$ cat config.mk
export PLATFORM = sky130hd
export DESIGN_NAME = pulse_period_capture
export DESIGN_NICKNAME = d
export VERILOG_FILES = /design/src/rtl/pcap_pkg.sv /design/src/rtl/pcap_fifo.sv /design/src/rtl/pcap_front.sv /design/src/rtl/pcap_back.sv /design/src/rtl/pulse_period_capture.sv
export SDC_FILE = /design/constraint.sdc
export NUM_CORES = 1
export LEC_CHECK = 0
export BUFFER_PORTS_ARGS = -buffer_cell sky130_fd_sc_hd__buf_4
export CAP_MARGIN = 20
export CORE_MARGIN = 2
export CORE_UTILIZATION = 56
export DETAILED_ROUTE_END_ITERATION = 16
export HOLD_SLACK_MARGIN = 0.06
export PLACE_DENSITY = 0.73
export SLEW_MARGIN = 20
export SYNTH_ARGS = -nofsm -noshare
export SYNTH_HDL_FRONTEND = slang
export SYNTH_SLANG_ARGS = --single-unit
$ cat constraint.sdc
create_clock -name clk -period 6.2 [get_ports clk]
set_input_delay 0.93 -clock clk [delete_from_list [all_inputs] [get_ports clk]]
set_output_delay 0.93 -clock clk [all_outputs]
set_load 0.01 [all_outputs]
$ cat src/rtl/pcap_pkg.sv
package pcap_pkg;

  // Input item as it arrives on the input queue port.
  typedef struct packed {
    logic [1:0]  mode;
    logic [2:0]  channel;
    logic [15:0] capture_value;
  } in_item_t;

  // Result item as it leaves on the result queue port.
  typedef struct packed {
    logic [2:0]  channel_out;
    logic [2:0]  kind;
    logic [15:0] measured;
    logic        last;
  } out_item_t;

  // Input item modes; the fourth code carries no meaning and is dropped.
  localparam logic [1:0] MODE_START = 2'd0;
  localparam logic [1:0] MODE_EDGE  = 2'd1;
  localparam logic [1:0] MODE_TICK  = 2'd2;

  // Result kinds.
  typedef enum logic [2:0] {
    K_STARTED  = 3'd0,
    K_MEASURED = 3'd1,
    K_TIMEOUT  = 3'd2,
    K_NOTCFG   = 3'd3,
    K_RUNNING  = 3'd4,
    K_IDLEEDGE = 3'd5
  } kind_t;

  // Per-channel capture phase.
  typedef enum logic [1:0] {
    PH_IDLE  = 2'd0,
    PH_ARMED = 2'd1,
    PH_FIRST = 2'd2
  } phase_t;

  // Commands passed from the front end to the execution unit.
  typedef enum logic [1:0] {
    OP_START  = 2'd0,
    OP_EDGE   = 2'd1,
    OP_TICK   = 2'd2,
    OP_REJECT = 2'd3
  } op_t;

  typedef struct packed {
    op_t         op;
    logic [2:0]  channel;
    logic [15:0] capture;
  } cmd_t;

  // Configuration register map.
  localparam int CFG_IDX_W  = 2;
  localparam int CFG_DATA_W = 16;

  localparam logic [CFG_IDX_W-1:0] CFG_MODULUS = 2'd0;
  localparam logic [CFG_IDX_W-1:0] CFG_TIMEOUT = 2'd1;
  localparam logic [CFG_IDX_W-1:0] CFG_ENABLE  = 2'd2;

  localparam logic [15:0] MODULUS_RST = 16'hFFFF;
  localparam logic [7:0]  TIMEOUT_RST = 8'hFF;
  localparam logic [7:0]  ENABLE_RST  = 8'h00;

endpackage

$ cat src/rtl/pcap_fifo.sv
module pcap_fifo #(
  parameter type T = logic
) (
  input  logic clk,
  input  logic rst_n,
  input  logic wr_en,
  input  T     wr_data,
  output logic full,
  input  logic rd_en,
  output T     rd_data,
  output logic empty
);

  // Two-entry queue; one beat may enter and one leave in the same cycle.
  T           mem_r [2];
  logic       wr_ptr_r, wr_ptr_nxt;
  logic       rd_ptr_r, rd_ptr_nxt;
  logic [1:0] count_r, count_nxt;
  logic       do_wr, do_rd;

  assign full    = (count_r == 2'd2);
  assign empty   = (count_r == 2'd0);
  assign rd_data = mem_r[rd_ptr_r];
  assign do_wr   = wr_en && !full;
  assign do_rd   = rd_en && !empty;

  // Pointer and fill count update.
  always_comb begin
    wr_ptr_nxt = do_wr ? !wr_ptr_r : wr_ptr_r;
    rd_ptr_nxt = do_rd ? !rd_ptr_r : rd_ptr_r;
    count_nxt  = count_r;
    if (do_wr && !do_rd) begin
      count_nxt = count_r + 2'd1;
    end else if (do_rd && !do_wr) begin
      count_nxt = count_r - 2'd1;
    end
  end

  always_ff @(posedge clk) begin
    if (!rst_n) begin
      wr_ptr_r <= 1'b0;
      rd_ptr_r <= 1'b0;
      count_r  <= 2'd0;
    end else begin
      wr_ptr_r <= wr_ptr_nxt;
      rd_ptr_r <= rd_ptr_nxt;
      count_r  <= count_nxt;
    end
  end

  // Storage needs no reset.
  always_ff @(posedge clk) begin
    if (do_wr) begin
      mem_r[wr_ptr_r] <= wr_data;
    end
  end

endmodule

$ cat src/rtl/pcap_front.sv
module pcap_front #(
  parameter int NUM_CHANNELS = 8
) (
  input  logic              clk,
  input  logic              rst_n,
  input  logic              push,
  output logic              full,
  input  pcap_pkg::in_item_t in_data,
  input  logic [7:0]        channel_enable,
  input  logic              cmd_pop,
  output pcap_pkg::cmd_t    cmd_data,
  output logic              cmd_empty
);

  pcap_pkg::cmd_t cmd_in;
  logic           cmd_wr;
  logic           out_of_range;

  // Classify the incoming beat; checks that need no channel state are made here.
  assign out_of_range = (int'(in_data.channel) >= NUM_CHANNELS);

  always_comb begin
    cmd_in.channel = in_data.channel;
    cmd_in.capture = in_data.capture_value;
    cmd_in.op      = pcap_pkg::OP_REJECT;
    cmd_wr         = push;
    case (in_data.mode)
      pcap_pkg::MODE_START: begin
        if (out_of_range || !channel_enable[in_data.channel]) begin
          cmd_in.op = pcap_pkg::OP_REJECT;
        end else begin
          cmd_in.op = pcap_pkg::OP_START;
        end
      end
      pcap_pkg::MODE_EDGE: begin
        cmd_in.op = out_of_range ? pcap_pkg::OP_REJECT : pcap_pkg::OP_EDGE;
      end
      pcap_pkg::MODE_TICK: begin
        cmd_in.op = pcap_pkg::OP_TICK;
      end
      default: begin
        // The unused mode is accepted and dropped.
        cmd_wr = 1'b0;
      end
    endcase
  end

  // Command queue towards the execution unit.
  pcap_fifo #(
    .T (pcap_pkg::cmd_t)
  ) u_cmd_fifo (
    .clk     (clk),
    .rst_n   (rst_n),
    .wr_en   (cmd_wr),
    .wr_data (cmd_in),
    .full    (full),
    .rd_en   (cmd_pop),
    .rd_data (cmd_data),
    .empty   (cmd_empty)
  );

endmodule

$ cat src/rtl/pcap_back.sv
module pcap_back #(
  parameter int NUM_CHANNELS  = 8,
  parameter int COUNTER_WIDTH = 16,
  parameter int TICK_WIDTH    = 8
) (
  input  logic                clk,
  input  logic                rst_n,
  input  pcap_pkg::cmd_t      cmd_data,
  input  logic                cmd_empty,
  output logic                cmd_pop,
  input  logic [15:0]         counter_modulus,
  input  logic [7:0]          timeout_ticks,
  output logic                res_push,
  output pcap_pkg::out_item_t res_data,
  input  logic                res_full
);

  localparam int CHW = (NUM_CHANNELS > 1) ? $clog2(NUM_CHANNELS) : 1;
  localparam int CW  = COUNTER_WIDTH;
  localparam int TW  = TICK_WIDTH;
  localparam logic [CHW-1:0] LAST_IDX = CHW'(NUM_CHANNELS - 1);

  typedef enum logic [4:0] {
    ST_IDLE  = 5'b00001,
    ST_READ  = 5'b00010,
    ST_EXEC  = 5'b00100,
    ST_SCAN  = 5'b01000,
    ST_FLUSH = 5'b10000
  } state_t;

  state_t            state_r, state_nxt;
  pcap_pkg::cmd_t    cmd_r, cmd_nxt;
  logic [CHW-1:0]    scan_r, scan_nxt;
  logic              hold_v_r, hold_v_nxt;
  logic [2:0]        hold_ch_r, hold_ch_nxt;
  logic [CW-1:0]     fe_rd_r;

  pcap_pkg::phase_t  phase_r [NUM_CHANNELS];
  logic [TW-1:0]     tick_r  [NUM_CHANNELS];
  logic [CW-1:0]     fe_mem  [NUM_CHANNELS];

  logic [CHW-1:0]    idx;
  pcap_pkg::phase_t  cur_phase;
  logic [TW-1:0]     cur_tick, tick_inc;
  logic              ph_we, tk_we, fe_we;
  pcap_pkg::phase_t  ph_wdata;
  logic [TW-1:0]     tk_wdata;

  logic [CW-1:0]     cap_w, mod_p1, diff;
  logic              running, hit;

  // One channel entry is looked at per cycle: the command's channel or the scan index.
  assign idx       = (state_r == ST_SCAN) ? scan_r : CHW'(cmd_r.channel);
  assign cur_phase = phase_r[idx];
  assign cur_tick  = tick_r[idx];
  assign tick_inc  = cur_tick + TW'(1);
  assign running   = (cur_phase != pcap_pkg::PH_IDLE);
  assign hit       = running && (tick_inc == TW'(timeout_ticks));

  // Period arithmetic, wrapping at counter_modulus + 1.
  assign cap_w  = CW'(cmd_r.capture);
  assign mod_p1 = CW'(counter_modulus) + CW'(1);
  assign diff   = (cap_w > fe_rd_r) ? (cap_w - fe_rd_r) : (mod_p1 - (fe_rd_r - cap_w));

  assign cmd_pop = (state_r == ST_IDLE) && !cmd_empty;

  // Sequencer: single commands through the execute state (edges via the read state), ticks as a scan over all channels.
  always_comb begin
    state_nxt    = state_r;
    cmd_nxt      = cmd_r;
    scan_nxt     = scan_r;
    hold_v_nxt   = hold_v_r;
    hold_ch_nxt  = hold_ch_r;
    ph_we        = 1'b0;
    ph_wdata     = pcap_pkg::PH_IDLE;
    tk_we        = 1'b0;
    tk_wdata     = '0;
    fe_we        = 1'b0;
    res_push     = 1'b0;
    res_data.channel_out = cmd_r.channel;
    res_data.kind        = pcap_pkg::K_NOTCFG;
    res_data.measured    = '0;
    res_data.last        = 1'b1;
    case (state_r)
      ST_IDLE: begin
        if (!cmd_empty) begin
          cmd_nxt = cmd_data;
          case (cmd_data.op)
            pcap_pkg::OP_TICK: begin
              scan_nxt  = '0;
              state_nxt = ST_SCAN;
            end
            pcap_pkg::OP_EDGE: state_nxt = ST_READ;
            default:           state_nxt = ST_EXEC;
          endcase
        end
      end
      ST_READ: begin
        // The first-edge store read lands in fe_rd_r for the next cycle.
        state_nxt = ST_EXEC;
      end
      ST_EXEC: begin
        case (cmd_r.op)
          pcap_pkg::OP_START: begin
            if (!res_full) begin
              res_push  = 1'b1;
              state_nxt = ST_IDLE;
              if (running) begin
                res_data.kind = pcap_pkg::K_RUNNING;
              end else begin
                res_data.kind = pcap_pkg::K_STARTED;
                ph_we    = 1'b1;
                ph_wdata = pcap_pkg::PH_ARMED;
                tk_we    = 1'b1;
                tk_wdata = '0;
              end
            end
          end
          pcap_pkg::OP_EDGE: begin
            if (cur_phase == pcap_pkg::PH_ARMED) begin
              // First edge: remember the counter, no result.
              fe_we     = 1'b1;
              ph_we     = 1'b1;
              ph_wdata  = pcap_pkg::PH_FIRST;
              state_nxt = ST_IDLE;
            end else if (!res_full) begin
              res_push  = 1'b1;
              state_nxt = ST_IDLE;
              if (cur_phase == pcap_pkg::PH_FIRST) begin
                res_data.kind     = pcap_pkg::K_MEASURED;
                res_data.measured = 16'(diff);
                ph_we    = 1'b1;
                ph_wdata = pcap_pkg::PH_IDLE;
              end else begin
                res_data.kind = pcap_pkg::K_IDLEEDGE;
              end
            end
          end
          default: begin
            if (!res_full) begin
              res_push      = 1'b1;
              res_data.kind = pcap_pkg::K_NOTCFG;
              state_nxt     = ST_IDLE;
            end
          end
        endcase
      end
      ST_SCAN: begin
        // A timeout held from earlier in the scan leaves when a newer one is found.
        res_data.channel_out = hold_ch_r;
        res_data.kind        = pcap_pkg::K_TIMEOUT;
        res_data.last        = 1'b0;
        if (!(hit && hold_v_r && res_full)) begin
          res_push = hit && hold_v_r;
          if (running) begin
            tk_we    = 1'b1;
            tk_wdata = tick_inc;
          end
          if (hit) begin
            ph_we       = 1'b1;
            ph_wdata    = pcap_pkg::PH_IDLE;
            hold_v_nxt  = 1'b1;
            hold_ch_nxt = 3'(scan_r);
          end
          if (scan_r == LAST_IDX) begin
            state_nxt = ST_FLUSH;
          end else begin
            scan_nxt = scan_r + CHW'(1);
          end
        end
      end
      ST_FLUSH: begin
        // The final timeout of a tick carries the last flag.
        res_data.channel_out = hold_ch_r;
        res_data.kind        = pcap_pkg::K_TIMEOUT;
        res_data.last        = 1'b1;
        if (!hold_v_r) begin
          state_nxt = ST_IDLE;
        end else if (!res_full) begin
          res_push   = 1'b1;
          hold_v_nxt = 1'b0;
          state_nxt  = ST_IDLE;
        end
      end
      default: state_nxt = ST_IDLE;
    endcase
  end

  // Control state.
  always_ff @(posedge clk) begin
    if (!rst_n) begin
      state_r  <= ST_IDLE;
      hold_v_r <= 1'b0;
    end else begin
      state_r  <= state_nxt;
      hold_v_r <= hold_v_nxt;
    end
  end

  // Command and scan payload.
  always_ff @(posedge clk) begin
    cmd_r     <= cmd_nxt;
    scan_r    <= scan_nxt;
    hold_ch_r <= hold_ch_nxt;
  end

  // Channel phase and tick count, cleared by reset.
  always_ff @(posedge clk) begin
    if (!rst_n) begin
      for (int i = 0; i < NUM_CHANNELS; i++) begin
        phase_r[i] <= pcap_pkg::PH_IDLE;
        tick_r[i]  <= '0;
      end
    end else begin
      if (ph_we) begin
        phase_r[idx] <= ph_wdata;
      end
      if (tk_we) begin
        tick_r[idx] <= tk_wdata;
      end
    end
  end

  // First-edge store with registered read.
  always_ff @(posedge clk) begin
    if (fe_we) begin
      fe_mem[idx] <= cap_w;
    end
    fe_rd_r <= fe_mem[idx];
  end

  assert property (@(posedge clk) disable iff (!rst_n) $onehot(state_r))
    else $error("sequencer state is not one-hot");

  assert property (@(posedge clk) disable iff (!rst_n) res_push |-> !res_full)
    else $error("result written into a full queue");

  assert property (@(posedge clk) disable iff (!rst_n)
      hold_v_r |-> (state_r == ST_SCAN || state_r == ST_FLUSH))
    else $error("held timeout outside a tick scan");

  assert property (@(posedge clk) disable iff (!rst_n)
      (res_push && res_data.kind != pcap_pkg::K_TIMEOUT) |-> res_data.last)
    else $error("single result without last flag");

  assert property (@(posedge clk) disable iff (!rst_n)
      (state_r == ST_EXEC && res_push) |=> state_r == ST_IDLE)
    else $error("sequencer did not return after a result");

endmodule

$ cat src/rtl/pulse_period_capture.sv
// Sequence: a start or rejected item goes from the idle state to the execute state, an edge
//   item through the read state first, a tick through a scan of every channel and a flush state.
// A new item is taken only back in the idle state, once the last one is done; the execution
//   sequencer visits one channel entry per cycle unless a full result queue stalls it.
// Reset: synchronous, active low; every channel idle with zero tick count, registers at
//   their reset values, queues empty. The first-edge store is not cleared.
module pulse_period_capture #(
  parameter int NUM_CHANNELS  = 8,
  parameter int COUNTER_WIDTH = 16,
  parameter int TICK_WIDTH    = 8
) (
  input  logic                                clk,
  input  logic                                rst_n,
  input  logic                                push,
  output logic                                full,
  input  pcap_pkg::in_item_t                  in_data,
  output logic                                empty,
  input  logic                                pop,
  output pcap_pkg::out_item_t                 out_data,
  input  logic                                cfg_wr_en,
  input  logic [pcap_pkg::CFG_IDX_W-1:0]      cfg_index,
  input  logic [pcap_pkg::CFG_DATA_W-1:0]     cfg_wdata
);

  logic [15:0] counter_modulus_r;
  logic [7:0]  timeout_ticks_r;
  logic [7:0]  channel_enable_r;

  pcap_pkg::cmd_t      cmd_data;
  logic                cmd_empty, cmd_pop;
  pcap_pkg::out_item_t res_data;
  logic                res_push, res_full;

  // Configuration registers.
  always_ff @(posedge clk) begin
    if (!rst_n) begin
      counter_modulus_r <= pcap_pkg::MODULUS_RST;
      timeout_ticks_r   <= pcap_pkg::TIMEOUT_RST;
      channel_enable_r  <= pcap_pkg::ENABLE_RST;
    end else if (cfg_wr_en) begin
      case (cfg_index)
        pcap_pkg::CFG_MODULUS: counter_modulus_r <= cfg_wdata[15:0];
        pcap_pkg::CFG_TIMEOUT: timeout_ticks_r   <= cfg_wdata[7:0];
        pcap_pkg::CFG_ENABLE:  channel_enable_r  <= cfg_wdata[7:0];
        default: ;
      endcase
    end
  end

  // Front end: classification and command queue.
  pcap_front #(
    .NUM_CHANNELS (NUM_CHANNELS)
  ) u_front (
    .clk            (clk),
    .rst_n          (rst_n),
    .push           (push),
    .full           (full),
    .in_data        (in_data),
    .channel_enable (channel_enable_r),
    .cmd_pop        (cmd_pop),
    .cmd_data       (cmd_data),
    .cmd_empty      (cmd_empty)
  );

  // Back end: channel state and execution.
  pcap_back #(
    .NUM_CHANNELS  (NUM_CHANNELS),
    .COUNTER_WIDTH (COUNTER_WIDTH),
    .TICK_WIDTH    (TICK_WIDTH)
  ) u_back (
    .clk             (clk),
    .rst_n           (rst_n),
    .cmd_data        (cmd_data),
    .cmd_empty       (cmd_empty),
    .cmd_pop         (cmd_pop),
    .counter_modulus (counter_modulus_r),
    .timeout_ticks   (timeout_ticks_r),
    .res_push        (res_push),
    .res_data        (res_data),
    .res_full        (res_full)
  );

  // Result queue towards the consumer.
  pcap_fifo #(
    .T (pcap_pkg::out_item_t)
  ) u_out_fifo (
    .clk     (clk),
    .rst_n   (rst_n),
    .wr_en   (res_push),
    .wr_data (res_data),
    .full    (res_full),
    .rd_en   (pop),
    .rd_data (out_data),
    .empty   (empty)
  );

endmodule
==> results of run 1 <==
## logic make-up after synthesis
family                     after synthesis
buffers and inverters                  165
AOI/OAI and AO/OA                      279
muxes                                   89
xor gates and xnor gates                50
adders and majority gates               56
and+or+nand+nor                        462
DFF                                    387
## stage by stage
step	worst slack [ps]	instances	total power, mW	util	instance area [um^2]
2_1_floorplan	1610	1488	6.12	-	18100
3_3_place_gp	846	1927	7.09	0.603	19100
3_5_place_dp	607	1927	7.16	0.603	19100
4_1_cts	584	1999	9.45	0.643	20400
5_1_grt	184	2000	10.0	0.644	20400
6_report	382	2000	9.49	0.644	20400
## synthesized netlist by cell type (all sizes together), types with 5 or more instances
cell type	instances
a2111oi	8
a211oi	10
a21boi	11
a21o	9
a21oi	53
a221oi	18
a22o	13
a22oi	31
a31oi	5
and2	14
and3	14
buf	20
clkbuf	46
dfxtp	64
edfxtp	323
fa	16
ha	40
inv	99
mux2	48
mux2i	39
nand2	116
nand2b	16
nand3	49
nand3b	5
nand4	12
nor2	154
nor2b	36
nor3	12
nor4	8
o2111ai	7
o211ai	18
o21a	5
o21ai	42
o21bai	8
o22ai	12
or3	5
or4	5
xnor2	29
xor2	21
## power groups by stage
stage / Clock, mW / Combinational [mW] / Sequential, mW
2_1_floorplan: 0 / 2.79 / 3.33
3_5_place_dp: 0 / 3.66 / 3.50
5_1_grt: 2.43 / 4.15 / 3.48
3_3_place_gp: 0 / 3.61 / 3.48
6_report: 2.29 / 3.75 / 3.46
4_1_cts: 2.32 / 3.69 / 3.44
## area by class of cell
type | instances | area (um^2)
Sequential cell | 387 | 11000
Timing Repair Buffer | 104 | 778
Clock inverter | 17 | 169
Clock buffer | 55 | 1100
Inverter | 99 | 372
Multi-Input combinational cell | 936 | 6520
Tap cell | 402 | 503
Fill cell | 2411 | 11300
## worst paths after layout
kind	cells past startpoint	endpoint	from	slack (ps)
setup reg to reg	16	u_back.tick_r[4][3]	u_back.state_r[4]	380
hold / removal	2	u_back.fe_rd_r[14]	u_back.fe_mem[0][14]	480
setup / recovery	16	u_back.tick_r[4][3]	u_back.state_r[4]	380
hold reg to reg	2	u_back.fe_rd_r[14]	u_back.fe_mem[0][14]	480
## flip-flops by register name, summed over array words and instances (netlist names), 16 cells and up, named ones only
name and cells:
counter_modulus_r 16, u_back.cap_w 16, u_back.fe_mem 128, u_back.fe_rd_r 16, u_back.phase_r 16, u_back.tick_r 64
u_front.u_cmd_fifo.mem_r 42, u_out_fifo.mem_r 46
## worst max-delay path, stage by stage (launching register included)
cell	delay [ps]
sky130_fd_sc_hd__dfxtp_1	380
sky130_fd_sc_hd__or3_4	540
sky130_fd_sc_hd__nor2_4	350
sky130_fd_sc_hd__inv_2	340
sky130_fd_sc_hd__a311oi_1	400
sky130_fd_sc_hd__o2bb2ai_1	160
sky130_fd_sc_hd__a311oi_2	530
sky130_fd_sc_hd__inv_1	100
sky130_fd_sc_hd__ha_1	220
sky130_fd_sc_hd__xnor2_1	270
sky130_fd_sc_hd__xor2_1	190
sky130_fd_sc_hd__nand4_1	180
sky130_fd_sc_hd__a21oi_1	200
sky130_fd_sc_hd__and3_1	180
sky130_fd_sc_hd__nand4bb_1	130
sky130_fd_sc_hd__a21oi_1	630
sky130_fd_sc_hd__o21ai_0	590
## routing by layer
metal	vias to the layer above	track usage
met2	614	0.415
met4	0	0.0704
met5	-	0
met3	89	0.0487
met1	6024	0.405
li1	5621	-
==> results by stage, run 1 <==
Outcome:
- The run finished with clean final reports.

Clock network:
- After clock tree synthesis, the setup repair step added 0 buffers.
- The CTS clock-pin slew for the worst setup and hold paths is about 60 ps.
- The clock net in this run drives a total of 387 sinks.
- Hold repair after CTS inserted 0 buffers.
- The clock network latency to the later pin of the worst-skew pair is 550 ps.
- The H-tree was split into 2 levels.
- The clock passes through at most 3 buffers.
- The number of gates given a new drive strength after cts is 0.
- TritonCTS built the clock tree.
- The CTS buffer count is 39.
- In this run the clock root is driven by a sky130_fd_sc_hd__clkbuf_16.

Yosys:
- In the synthesized netlist, the number of instances is 1488.
- In the post-synthesis netlist, the biggest area contributors are sky130_fd_sc_hd__edfxtp_1 (54%), sky130_fd_sc_hd__dfxtp_1 (7.1%), sky130_fd_sc_hd__nor2_1 (3.2%).
- The adder and majority gate portion of the synthesized area is 0.0453.
- In the synthesized netlist the async set-or-reset flop fraction comes to 0.
- The area of the mapped netlist is 18100 um^2.
- Of the total synthesized cell area, the portion taken by XOR and XNOR cells is 0.0246.
- The most used flip-flop cell after synthesis is sky130_fd_sc_hd__edfxtp_1.
- The share of synthesized cell area in and, or, nand and nor gates is 0.124.
- The library cell with the largest summed area after synthesis is sky130_fd_sc_hd__edfxtp_1.
- The main combinational cell family by area after synthesis is simple AND/OR/NAND/NOR gates.
- Dividing the synthesized area by the synthesized cell count gives 12.2 um^2.
- The number of different library cells in the post-synthesis netlist is a little over 80.
- The share of Yosys cell area claimed by the top area cell type is 0.535.
- The post-synthesis compound-gate area fraction came to 0.110.
- The number of flops mapped to enable cells by yosys is 323.
- The number of nets in the synthesized netlist is 1588.
- The total of flip-flops plus latches after synthesis is 387.
- Measured against the total synthesized area, the mux share comes to 0.0545.
- Of the synthesized area, sequential elements account for 0.606.
- The Yosys warning count is 0.

Floorplanning:
- Pin placement for this block handled 69 I/O pins.
- The starting density of the core is 0.571.
- The floorplan step set the die height to 184 um.
- The region available for standard cell placement spans 31700 um^2.
- The die covers 33800 um^2.
- The die span in x is around 180 um.
- The floorplan row count is 65.

Routing:
- After detailed routing, no signal wire sits above met4.
- After detailed routing, the number of remaining DRC violations is 0.
- The routed layout has 12300 vias.
- After detailed routing, the average wire length per cell comes to 22.6 um.
- The sum of met3 wire segment lengths after detailed routing is 4510 um.
- Once detail routing completed, the nets flagged for antenna violations numbered 0.
- The routed wire length is 45200 um.
- The average via count per standard cell is 6.17.
- The routed length on met1 is 19700 um.
- The first-pass iteration count of the detailed router is 6.
- The amount of wire on met2 after detailed routing is 19800 um.
- The detailed router finished its first iteration with 1303 violations.

Global route:
- The overall global routing resource usage is 0.272.
- The global-route wire length before repair is 68900 um.
- The total overflow reported by the global router is 0.
- The number of antenna violations at the first check in global routing is 1.
- The number of global-route vias before repair is 11700.
- Entering global routing, the biggest net connects between 60 and 70 pins.

Critical path:
- The worst endpoint data arrival time is 5950 ps.
- The largest fanout on the critical path is 22.
- The nature of the critical path endpoint is a register.
- The setup path with the least slack is of type register to register.
- The worst setup path is launched from a register.
- The required arrival time at the worst endpoint is about 6300 ps.

Timing:
- Setup repair after global routing left no endpoint under its margin.
- In this run the tightest slew margin relative to its limit is 0.252.
- Setup violations remaining at the end of the flow were counted as 0.
- At the pin with the least slew margin, the transition time is 1110 ps.
- The count of final max-slew check failures came to 0.
- For this run, the top clock speed supported by timing is about 0.17 GHz.
- The sum of negative setup slack is 0 ps.
- On the final layout, the worst clock skew is 12.8 ps.
- The clock period could shrink to 5820 ps.
- Of the available clock period, the critical path in the final layout requires 0.938.
- The worst hold slack across all endpoints is 485 ps.
- The total count of hold-check failures in the final report was 0.

Pwr:
- The switching part of the total power is 0.376.
- The sequential cell fraction of total power is 0.364.
- The clock power share is 0.241.
- The switching power total is 3.57 mW.
- Cell internal power was estimated by the tool at 5.93 mW.
- The combinational share of power is 0.395.
- In this run the static leakage power is between 7 and 8 nW.
- The maximum resistive drop on vdd is just over 0.0004 V.
- The power per cell area is 465 nW/um^2.

Placed design:
- The congestion estimate from routability-driven global placement came to between 0.9 and 1.
- The quantity of I/O buffers inserted on ports is 68.
- The estimated wirelength of the detail-placed design is between 30000 and 40000 um.

Hold path:
- The class of the worst hold path is register to register.

Cells and area:
- The library cells used most frequently in the layout, excluding fill and tap cells, are sky130_fd_sc_hd__edfxtp_1 (323), sky130_fd_sc_hd__nor2_1 (152), sky130_fd_sc_hd__nand2_1 (116).
- The repair_antennas step left the layout with diodes totalling 0.
- From synthesis to final layout, the design area changed by 12.7%.
- The total number of nets in the final design is about 1700.
- The library cell used most frequently in the layout, excluding fill and tap cells, is sky130_fd_sc_hd__edfxtp_1.
- The fraction of layout cells with a size suffix above 1 is 0.148.

Run:
- The tool flagged a number of max-cap violations equal to 0.
Note: power is estimated with default switching activity, not from simulation.
==> run 2, diff against run 1 <==
Settings changed: CORE_UTILIZATION 56 to 40, PLACE_DENSITY 0.73 to not set.
==> run 2 against run 1 <==
  * Hold slack worse by 1.9 ps
  * Non-clock buffer count down 1
  * Critical path depth unchanged
  * Clock-buffer cell count rose by 9
  * Sequential power about the same
  * Total power rose by 0.58%
  * Sequential share of layout area is 0.73 points lower
  * Final area increased by 1.4%
  * Global-route usage fell by 6.9 points
==> results by stage, run 2 (synthesis results as in run 1) <==
Outcome:
- The flow ran to the end, and the final reports show no timing, DRC or antenna violations.

Placed design:
- The quantity of I/O buffers inserted on ports is 68 (unchanged).
- The number of instances in the placed design is 2117 (+9.9%).
- The weighted congestion at the end of routability-driven global placement is 0.950 (-1.9%).
- The cell area reported after detailed placement is 19400 um^2 (+1.3%).
- The estimated wirelength of the detail-placed design is 32800 um (+4.7%).
- The minimum setup slack after placement is 418 ps (-189 ps).

Routing:
- The via count of the routed design is 12100 (-1.8%).
- The first-pass iteration count of the detailed router is 5 (-1).
- The first-iteration detailed-routing DRC count is 1307 (+0.31%).
- The amount of wire on met2 after detailed routing is 20300 um (+2.5%).
- The number of remaining DRC errors is 0 (unchanged).
- The sum of met3 wire segment lengths after detailed routing is 3820 um (-15%).
- The routed wire length was 47100 um (+4.2%).
- The highest layer used for signal routing is met4.
- The routed length on met1 is 21500 um (+9.1%).
- The wire length per cell was 21.5 um (-5.0%).
- The final antenna-violating net count is 0 (unchanged).
- The average via count per standard cell was 5.52 (-11%).

Hold path:
- The startpoint identified for the worst hold timing path is u_back.fe_mem[7][13].
- The worst hold path belongs to the class register to register.
- The number of cells on the worst hold path is 2 (unchanged).
- The hold-critical path endpoint is u_back.fe_rd_r[13].

Critical path:
- The worst endpoint data arrival time is 5750 ps (-200 ps).
- The number of cell instances on the worst register-to-register path is 16 (unchanged).
- The cell type of the slowest stage on the worst timing path is sky130_fd_sc_hd__a311oi_2.
- The critical path is of the register to register type.
- The startpoint of the most critical setup path is u_back.state_r[4].
- The count of buffer and inverter cells on the critical path came to 2 (unchanged).
- The largest fanout on the critical path came to 22 (unchanged).
- The kind of start point of the critical path is a register.
- The nature of the critical path endpoint is a register.
- The register-to-register path setup slack was 600 ps (+220 ps).
- The endpoint identified for the worst register-to-register timing path is u_back.tick_r[0][6].
- The highest cell delay on the worst timing path was 570 ps (-60 ps).
- The required arrival time at the worst endpoint is 6360 ps (+30 ps).
- In this run the critical register-to-register path is launched from u_back.state_r[4].
- Walking the worst path, the cells encountered are or3_4 -> nor2_4 -> inv_2 -> a311oi_1 -> o2bb2ai_1 -> a311oi_2 -> inv_1 -> ha_1 -> xnor2_1 -> xor2_1 -> nand4_1 -> a21oi_1 -> and3_1 -> nand4bb_1 -> a21oi_2 -> o21ai_0.
- The kind of cell with the highest combined delay along the critical path is compound AO/OA/AOI/OAI gates.

Cells and area:
- Leaving out fill and tap cells, the most frequent cell in the layout is sky130_fd_sc_hd__edfxtp_1.
- The post-layout utilization of the core is 0.465 (-0.179).
- The area growth from synthesis to layout is 14.2%.
- The number of inserted filler cells in the final layout was 4008 (+66%).
- The largest registers in the layout are u_back.fe_mem (128), u_back.tick_r (64), u_out_fifo.mem_r (46).
- The library cells used most frequently in the layout, excluding fill and tap cells, are sky130_fd_sc_hd__edfxtp_1 (323), sky130_fd_sc_hd__nor2_1 (152), sky130_fd_sc_hd__nand2_1 (116).
- The register with the most flip-flops is u_back.fe_mem.
- The post-route standard cell area excluding fillers is 20700 um^2 (+1.4%).
- The total number of nets in the final design came to 1669 (+0.12%).
- The count of inserted antenna diode cells is 0 (unchanged).
- The fraction of layout cells with a size suffix above 1 is 0.148 (-0.000463).
- The flip-flop count of the largest register, all copies and words added came to 128 (unchanged).
- The final standard cell count with taps included and fillers excluded is 2195 (+9.8%).

Floorplanning:
- The die span in x is 217 um (+18%).
- The starting density of the core came to 0.407 (-0.164).
- The total I/O pin count is 69 (unchanged).
- The die height is 217 um (+18%).
- The die footprint is 47000 um^2 (+39%).
- The area of the core was 44500 um^2 (+40%).
- The floorplan row count came to 77 (+18%).

Timing:
- The highest clock frequency the design can meet is 0.179 GHz (+3.9%).
- The share of the cycle needed by the critical path after routing is 0.903 (-0.0356).
- The final clock skew was 24.4 ps (+11.7 ps).
- The transition time at the pin with the least slew margin is 1100 ps (-14.6 ps).
- The number of endpoints failing setup at the final stage came to 0 (unchanged).
- The total count of hold-check failures in the final report is 0 (unchanged).
- The minimum clock period after layout is 5600 ps (-221 ps).
- The final critical-path setup slack came to 603 ps (+221 ps).
- The headroom to the max-slew limit was 0.262 (+0.00981).
- The sum of negative setup slack came to 0 ps (unchanged).
- The count of final max-slew check failures came to 0 (unchanged).
- Setup repair after global routing left no endpoint under its margin.

Pwr:
- The switching power total is 3.60 mW (+0.86%).
- The combinational share of power is 0.392 (-0.003).
- The switching part of the total power is 0.377 (+0.00106).
- The maximum resistive drop on vdd was 0.000305 V (-25%).
- The static leakage is 7.53 nW (about the same).
- The clock power share came to 0.246 (+0.005).
- The sequential cell fraction of total power was 0.362 (-0.002).
- The power per cell area is 461 nW/um^2 (-0.79%).
- The internal power is 5.95 mW (+0.41%).

Global route:
- The global-route wire length before repair is 72300 um (+5.1%).
- The number of antenna violations at the first check in global routing is 0 (-1).
- The largest net degree at the start of global routing is 64 (unchanged).
- The number of global-route vias before repair came to 11800 (+0.15%).
- The overall global routing resource usage is 0.203 (-0.0690).
- The total overflow reported by the global router was 0 (unchanged).

Clock network:
- TritonCTS built the clock tree.
- The cell sitting at the root of the clock tree is a sky130_fd_sc_hd__clkbuf_16.
- The clock network latency to the later pin of the worst-skew pair was 590 ps (+40 ps).
- The number of hold-repair buffers added at the cts stage is 0 (unchanged).
- The maximum buffer depth of the clock tree is 3 (unchanged).
- The count of clock tree sinks was 387 (unchanged).
- The level count of the clock H-tree is 2 (unchanged).
- The CTS clock-pin slew for the worst setup and hold paths is 60 ps (about the same).
- The CTS buffer count is 42 (+7.7%).

Run:
- The max-capacitance violation count is 0 (unchanged).
-- run 2: changes by cell type in the layout (fill, tap and decap cells not counted), moves of 2 or more --
cell | previous run | this run
sky130_fd_sc_hd__clkinv_1 | 5 | 3
sky130_fd_sc_hd__clkbuf_8 | 6 | 3
sky130_fd_sc_hd__clkbuf_16 | 39 | 42
sky130_fd_sc_hd__clkbuf_1 | 10 | 19
-- run 2: tightest hold or removal path, cell delays in order (launching register included) --
cell                       delay (ps)
sky130_fd_sc_hd__edfxtp_1         320
sky130_fd_sc_hd__a22oi_1           60
sky130_fd_sc_hd__nand3_1           80
-- run 2: routing by layer --
layer / up-vias / GRT usage
li1: 5621 / -
met1: 5901 / 0.299
met2: 508 / 0.303
met3: 90 / 0.0312
met4: 0 / 0.0742
met5: - / 0
-- run 2: worst max-delay path by stage --
stage | end | depth (start not counted)
after floorplan | u_out_fifo.mem_r[1][0] | 16
after global placement | u_back.tick_r[7][7] | 16
after detailed placement | u_back.tick_r[7][5] | 16
after CTS | u_back.tick_r[7][1] | 16
after global routing | u_back.tick_r[5][0] | 16
final | u_back.tick_r[0][6] | 16
-- run 2: cell type report --
type,instances,area [um^2],share of cell area
Inverter,99,372,0.0180
Tap cell,592,741,0.0358
Sequential cell,387,11000,0.530
Clock inverter,14,144,0.00695
Timing Repair Buffer,103,773,0.0374
Multi-Input combinational cell,936,6530,0.315
Clock buffer,64,1160,0.0562
-- run 2: power by group through the flow --
stage | logic (mW) | registers, mW | clock network (mW)
floorplan | 2.79 | 3.33 | 0
global placement | 3.68 | 3.49 | 0
detailed placement | 3.70 | 3.50 | 0
CTS | 3.72 | 3.45 | 2.40
global route | 4.18 | 3.49 | 2.49
finish | 3.75 | 3.46 | 2.35
-- run 2: metrics by stage --
stage                     hold slack (ps)  power, mW
after global routing                  497       10.2
after CTS                             483       9.57
final                                 483       9.55
after floorplan                       444       6.12
after global placement                466       7.17
after detailed placement              473       7.20
-- run 2: what timing repair did --
item	CTS	global route
resized for setup	0	1
setup buffers	0	0
setup endpoints to repair	0	32
endpoints found under the hold margin	0	0
==> run 3, diff against run 2 <==
Settings changed: SYNTH_HIERARCHICAL set to 1.
Clock period 6.2 ns to 6.9 ns, I/O delays scaled along.
==> run 3 against run 2 <==
  * Die area hardly changed
  * Largest cell class unchanged
  * Sequential power is 7.8% lower
  * Worst setup slack worse by 90 ps
  * Clock power is 8.9% lower
==> results by stage, run 3 <==
Cells and area:
- The flip-flop count of the largest register, all copies and words added came to 128 (unchanged).
- In the layout the commonest cells are sky130_fd_sc_hd__edfxtp_1 (323), sky130_fd_sc_hd__nand2_1 (126), sky130_fd_sc_hd__inv_1 (111), sky130_fd_sc_hd__nor2_1 (111), sky130_fd_sc_hd__buf_4 (109).
- The number of inserted filler cells in the final layout came to 4049 (+1.0%).
- The fraction of layout cells with a size suffix above 1 came to 0.156 (+0.00782).
- The post-synthesis to final-layout area growth is 14.6%.
- The most common cell after layout, fill and taps aside is sky130_fd_sc_hd__edfxtp_1.
- The largest registers in the layout are u_back/fe_mem (128), u_back/tick_r (64), u_out_fifo/mem_r (46).
- The register with the most flip-flops is u_back/fe_mem.
- The count of inserted antenna diode cells is 0 (unchanged).
- The total number of nets in the final design is 1674 (+0.30%).

Global route:
- The number of global-route vias before repair is 12000 (+1.7%).
- The total overflow reported by the global router is 0 (unchanged).
- The overall global routing resource usage is 0.206 (+0.00314).
- The largest net degree at the start of global routing is 65 (+1.6%).
- The global-route wire length before repair is 72700 um (+0.48%).
- The number of antenna violations at the first check in global routing was 0 (unchanged).

Outcome:
- The flow ran to the end, and the final reports show no timing, DRC or antenna violations.

Floorplanning:
- The total I/O pin count is 69 (unchanged).
- The floorplan row count is 77 (unchanged).
- The die span in x is 217 um (about the same).
- The area of the core is 44500 um^2 (unchanged).
- The die footprint is 47000 um^2 (about the same).
- The starting density of the core is 0.407 (about the same).
- The die height came to 217 um (about the same).

Placed design:
- The estimated wirelength of the detail-placed design is 33900 um (+3.2%).
- The quantity of I/O buffers inserted on ports came to 68 (unchanged).
- The weighted congestion at the end of routability-driven global placement is 0.922 (-3.0%).

Yosys:
- The most numerous cell in the Yosys netlist is sky130_fd_sc_hd__edfxtp_1.
- The async set-or-reset flop fraction in the synthesized netlist is 0 (unchanged).
- The number of different library cells in the post-synthesis netlist is 84 (+1.2%).
- The average cell area after synthesis is 12.3 um^2 (+0.66%).
- The most used flip-flop cell after synthesis is sky130_fd_sc_hd__edfxtp_1.
- The biggest area contributor in the post-synthesis netlist is sky130_fd_sc_hd__edfxtp_1.
- The share of Yosys cell area claimed by the top area cell type was 0.535 (about the same).
- The Yosys warning count was 6 (+6).
- The area of the mapped netlist is 18100 um^2 (about the same).
- The sequential fraction of the synthesis area is 0.606 (about the same).
- The net count after synthesis is 1579 (-0.57%).
- The total of flip-flops plus latches after synthesis came to 387 (unchanged).
- After synthesis, the most frequently instantiated cells are sky130_fd_sc_hd__edfxtp_1 (323), sky130_fd_sc_hd__nand2_1 (126), sky130_fd_sc_hd__nor2_1 (112), sky130_fd_sc_hd__inv_1 (111), sky130_fd_sc_hd__a21oi_1 (81).
- Sorting the synthesized cells by area gives the leading types as sky130_fd_sc_hd__edfxtp_1 (54%), sky130_fd_sc_hd__dfxtp_1 (7.1%), sky130_fd_sc_hd__mux2_2 (3.3%).
- The number of standard cells after synthesis is 1478 (-0.67%).
- The number of flops mapped to enable cells by yosys is 323 (unchanged).

Timing:
- The sum of negative setup slack is 0 ps (unchanged).
- The total count of hold-check failures in the final report was 0 (unchanged).
- Setup repair after global routing left no endpoint under its margin.
- The minimum clock period after layout came to 6390 ps (+790 ps).
- The transition time at the pin with the least slew margin is 994 ps (-102 ps).
- The headroom to the max-slew limit is 0.337 (+0.0759).
- The count of final max-slew check failures was 0 (unchanged).
- The share of the cycle needed by the critical path after routing is 0.926 (+0.0229).
- The number of endpoints failing setup at the final stage is 0 (unchanged).
- The highest clock frequency the design can meet came to 0.157 GHz (-12%).
- The final clock skew is 30.6 ps (+6.16 ps).

Pwr:
- The power per cell area is 435 nW/um^2 (-5.8%).
- The overall power of the completed layout was 9.03 mW (-5.5%).
- The static leakage is 7.82 nW (+3.9%).
- The maximum resistive drop on vdd is 0.000211 V (-31%).

Critical path:
- The count of buffer and inverter cells on the critical path is 3 (+1).
- The highest cell delay on the worst timing path is 690 ps (+120 ps).
- The register-to-register path setup slack is 510 ps (-90 ps).
- For this design, the slowest cell found on the critical path is sky130_fd_sc_hd__or4_1.
- The nature of the critical path endpoint is a register.
- The startpoint of the lowest-slack register-to-register path is u_back/state_r[4].
- The largest fanout on the critical path came to 16 (-27%).
- The number of cell instances on the worst register-to-register path is 17 (+1).
- The required arrival time at the worst endpoint came to 7100 ps (+740 ps).
- The start-to-end type of the worst setup path is register to register.
- The signal on the critical path passes through or3_1 -> nor2_2 -> inv_2 -> buf_4 -> mux2i_1 -> o21a_1 -> a2111o_1 -> ha_1 -> inv_1 -> a2111oi_0 -> nand2_1 -> xor2_4 -> xnor2_1 -> or4_4 -> or4_1 -> a21oi_2 -> o21ai_1.
- The cell family contributing the most delay on the critical path is simple AND/OR/NAND/NOR gates.
- The destination of the worst register-to-register timing path is u_back/tick_r[4][7].
- The worst endpoint data arrival time is 6590 ps (+840 ps).
- The worst setup path is launched from a register.

Clock network:
- TritonCTS built the clock tree.
- The CTS buffer count is 41 (-2.4%).
- The number of buffers inserted by post-CTS setup repair came to 0 (unchanged).
- The maximum buffer depth of the clock tree is 3 (unchanged).
- The CTS clock-pin slew for the worst setup and hold paths was 60 ps (about the same).
- The clock root buffer is sky130_fd_sc_hd__clkbuf_16.
- The level count of the clock H-tree is 2 (unchanged).
- The number of gates given a new drive strength after cts is 0 (unchanged).
- The count of clock tree sinks came to 387 (unchanged).
- The clock network latency to the later pin of the worst-skew pair came to 580 ps (about the same).
- The number of hold-repair buffers added at the cts stage is 0 (unchanged).

Routing:
- The first-pass iteration count of the detailed router is 5 (unchanged).
- The average via count per standard cell is 5.49 (-0.52%).
- The number of remaining DRC errors is 0 (unchanged).
- The wire length per cell came to 21.8 um (+1.5%).
- The via count of the routed design is 12100 (-0.38%).
- The first-iteration detailed-routing DRC count is 1234 (-5.6%).
- The final antenna-violating net count is 0 (unchanged).
- The routed wire length is 47900 um (+1.7%).

Hold path:
- The class of the worst hold path is register to register.
- The number of cells on the worst hold path is 2 (unchanged).
- The hold-critical path endpoint is channel_enable_r[0].
- The source of the worst hold timing path is channel_enable_r[0].

Run:
- The max-capacitance violation count is 0 (unchanged).
[run 3: changes by cell type after synthesis, sizes merged, moves of 13 or more]
| cell | delta |
|---|---|
| a21oi | +29 |
| a221oi | -14 |
| a222oi | +15 |
| a22oi | -26 |
| and3 | +13 |
| clkbuf | -13 |
| inv | +15 |
| nand3 | -13 |
| nor2 | -41 |
| nor3 | +18 |
[run 3: layout make-up]
class,count,area (um^2),area share
inverters,114,428,0.0206
repair buffers,111,858,0.0413
flip-flops and latches,387,11000,0.529
multi-input cells,918,6440,0.310
well taps,592,741,0.0357
clock buffers,53,1120,0.0541
clock inverters,23,191,0.00922
[run 3: layer usage]
layer / part of all wire / GRT usage / up-vias
li1: - / - / 5594
met1: 0.43 / 0.277 / 5947
met2: 0.45 / 0.326 / 440
met3: 0.077 / 0.0430 / 93
met4: 0.038 / 0.0847 / 0
met5: 0 / 0 / -
[run 3: cell families (layout without fill, tap and decap cells)]
group	count (synthesis)	after routing	synth area share
DFF	387	387	0.606
and+or+nand+nor	453	453	0.127
buffers and inverters	173	301	0.0394
muxes	104	104	0.0621
AOI/OAI and AO/OA	255	255	0.0944
xor gates and xnor gates	49	49	0.0255
adders and majority gates	57	57	0.0460
[run 3: worst max-delay path by stage]
stage	from	to	cells past startpoint
final	u_back/state_r[4]	u_back/tick_r[4][7]	17
after global routing	u_back/state_r[0]	u_back/tick_r[5][5]	17
after CTS	u_back/state_r[4]	u_back/tick_r[4][6]	17
after detailed placement	u_back/state_r[0]	u_back/tick_r[4][7]	17
after global placement	u_back/state_r[0]	u_back/tick_r[5][2]	17
after floorplan	u_back/state_r[0]	u_out_fifo/mem_r[0][0]	21
[run 3: worst reg2reg max path: stages (launching register included)]
cell,delay [ps]
sky130_fd_sc_hd__dfxtp_1,350
sky130_fd_sc_hd__or3_1,560
sky130_fd_sc_hd__nor2_2,200
sky130_fd_sc_hd__inv_2,140
sky130_fd_sc_hd__buf_4,230
sky130_fd_sc_hd__mux2i_1,450
sky130_fd_sc_hd__o21a_1,200
sky130_fd_sc_hd__a2111o_1,180
sky130_fd_sc_hd__ha_1,170
sky130_fd_sc_hd__inv_1,80
sky130_fd_sc_hd__a2111oi_0,520
sky130_fd_sc_hd__nand2_1,250
sky130_fd_sc_hd__xor2_4,390
sky130_fd_sc_hd__xnor2_1,150
sky130_fd_sc_hd__or4_4,580
sky130_fd_sc_hd__or4_1,690
sky130_fd_sc_hd__a21oi_2,490
sky130_fd_sc_hd__o21ai_1,380
[run 3: power by group]
| part | switching (mW) | internal (mW) |
|---|---|---|
| Combinational | 2.26 | 1.44 |
| Sequential | 0.322 | 2.87 |
| Clock | 0.930 | 1.21 |
| Total | 3.51 | 5.52 |
[run 3: through the flow]
step | area (um^2) | util | hold slack [ps] | setup WS (ps) | cells
after global routing | 20800 | 0.467 | 470 | 6.47 | 2198
after CTS | 20800 | 0.466 | 458 | 469 | 2198
after floorplan | 18100 | - | 431 | 695 | 1478
after global placement | 19400 | 0.437 | 442 | 699 | 2122
after detailed placement | 19400 | 0.437 | 444 | 511 | 2122
final | 20800 | 0.467 | 456 | 513 | 2198
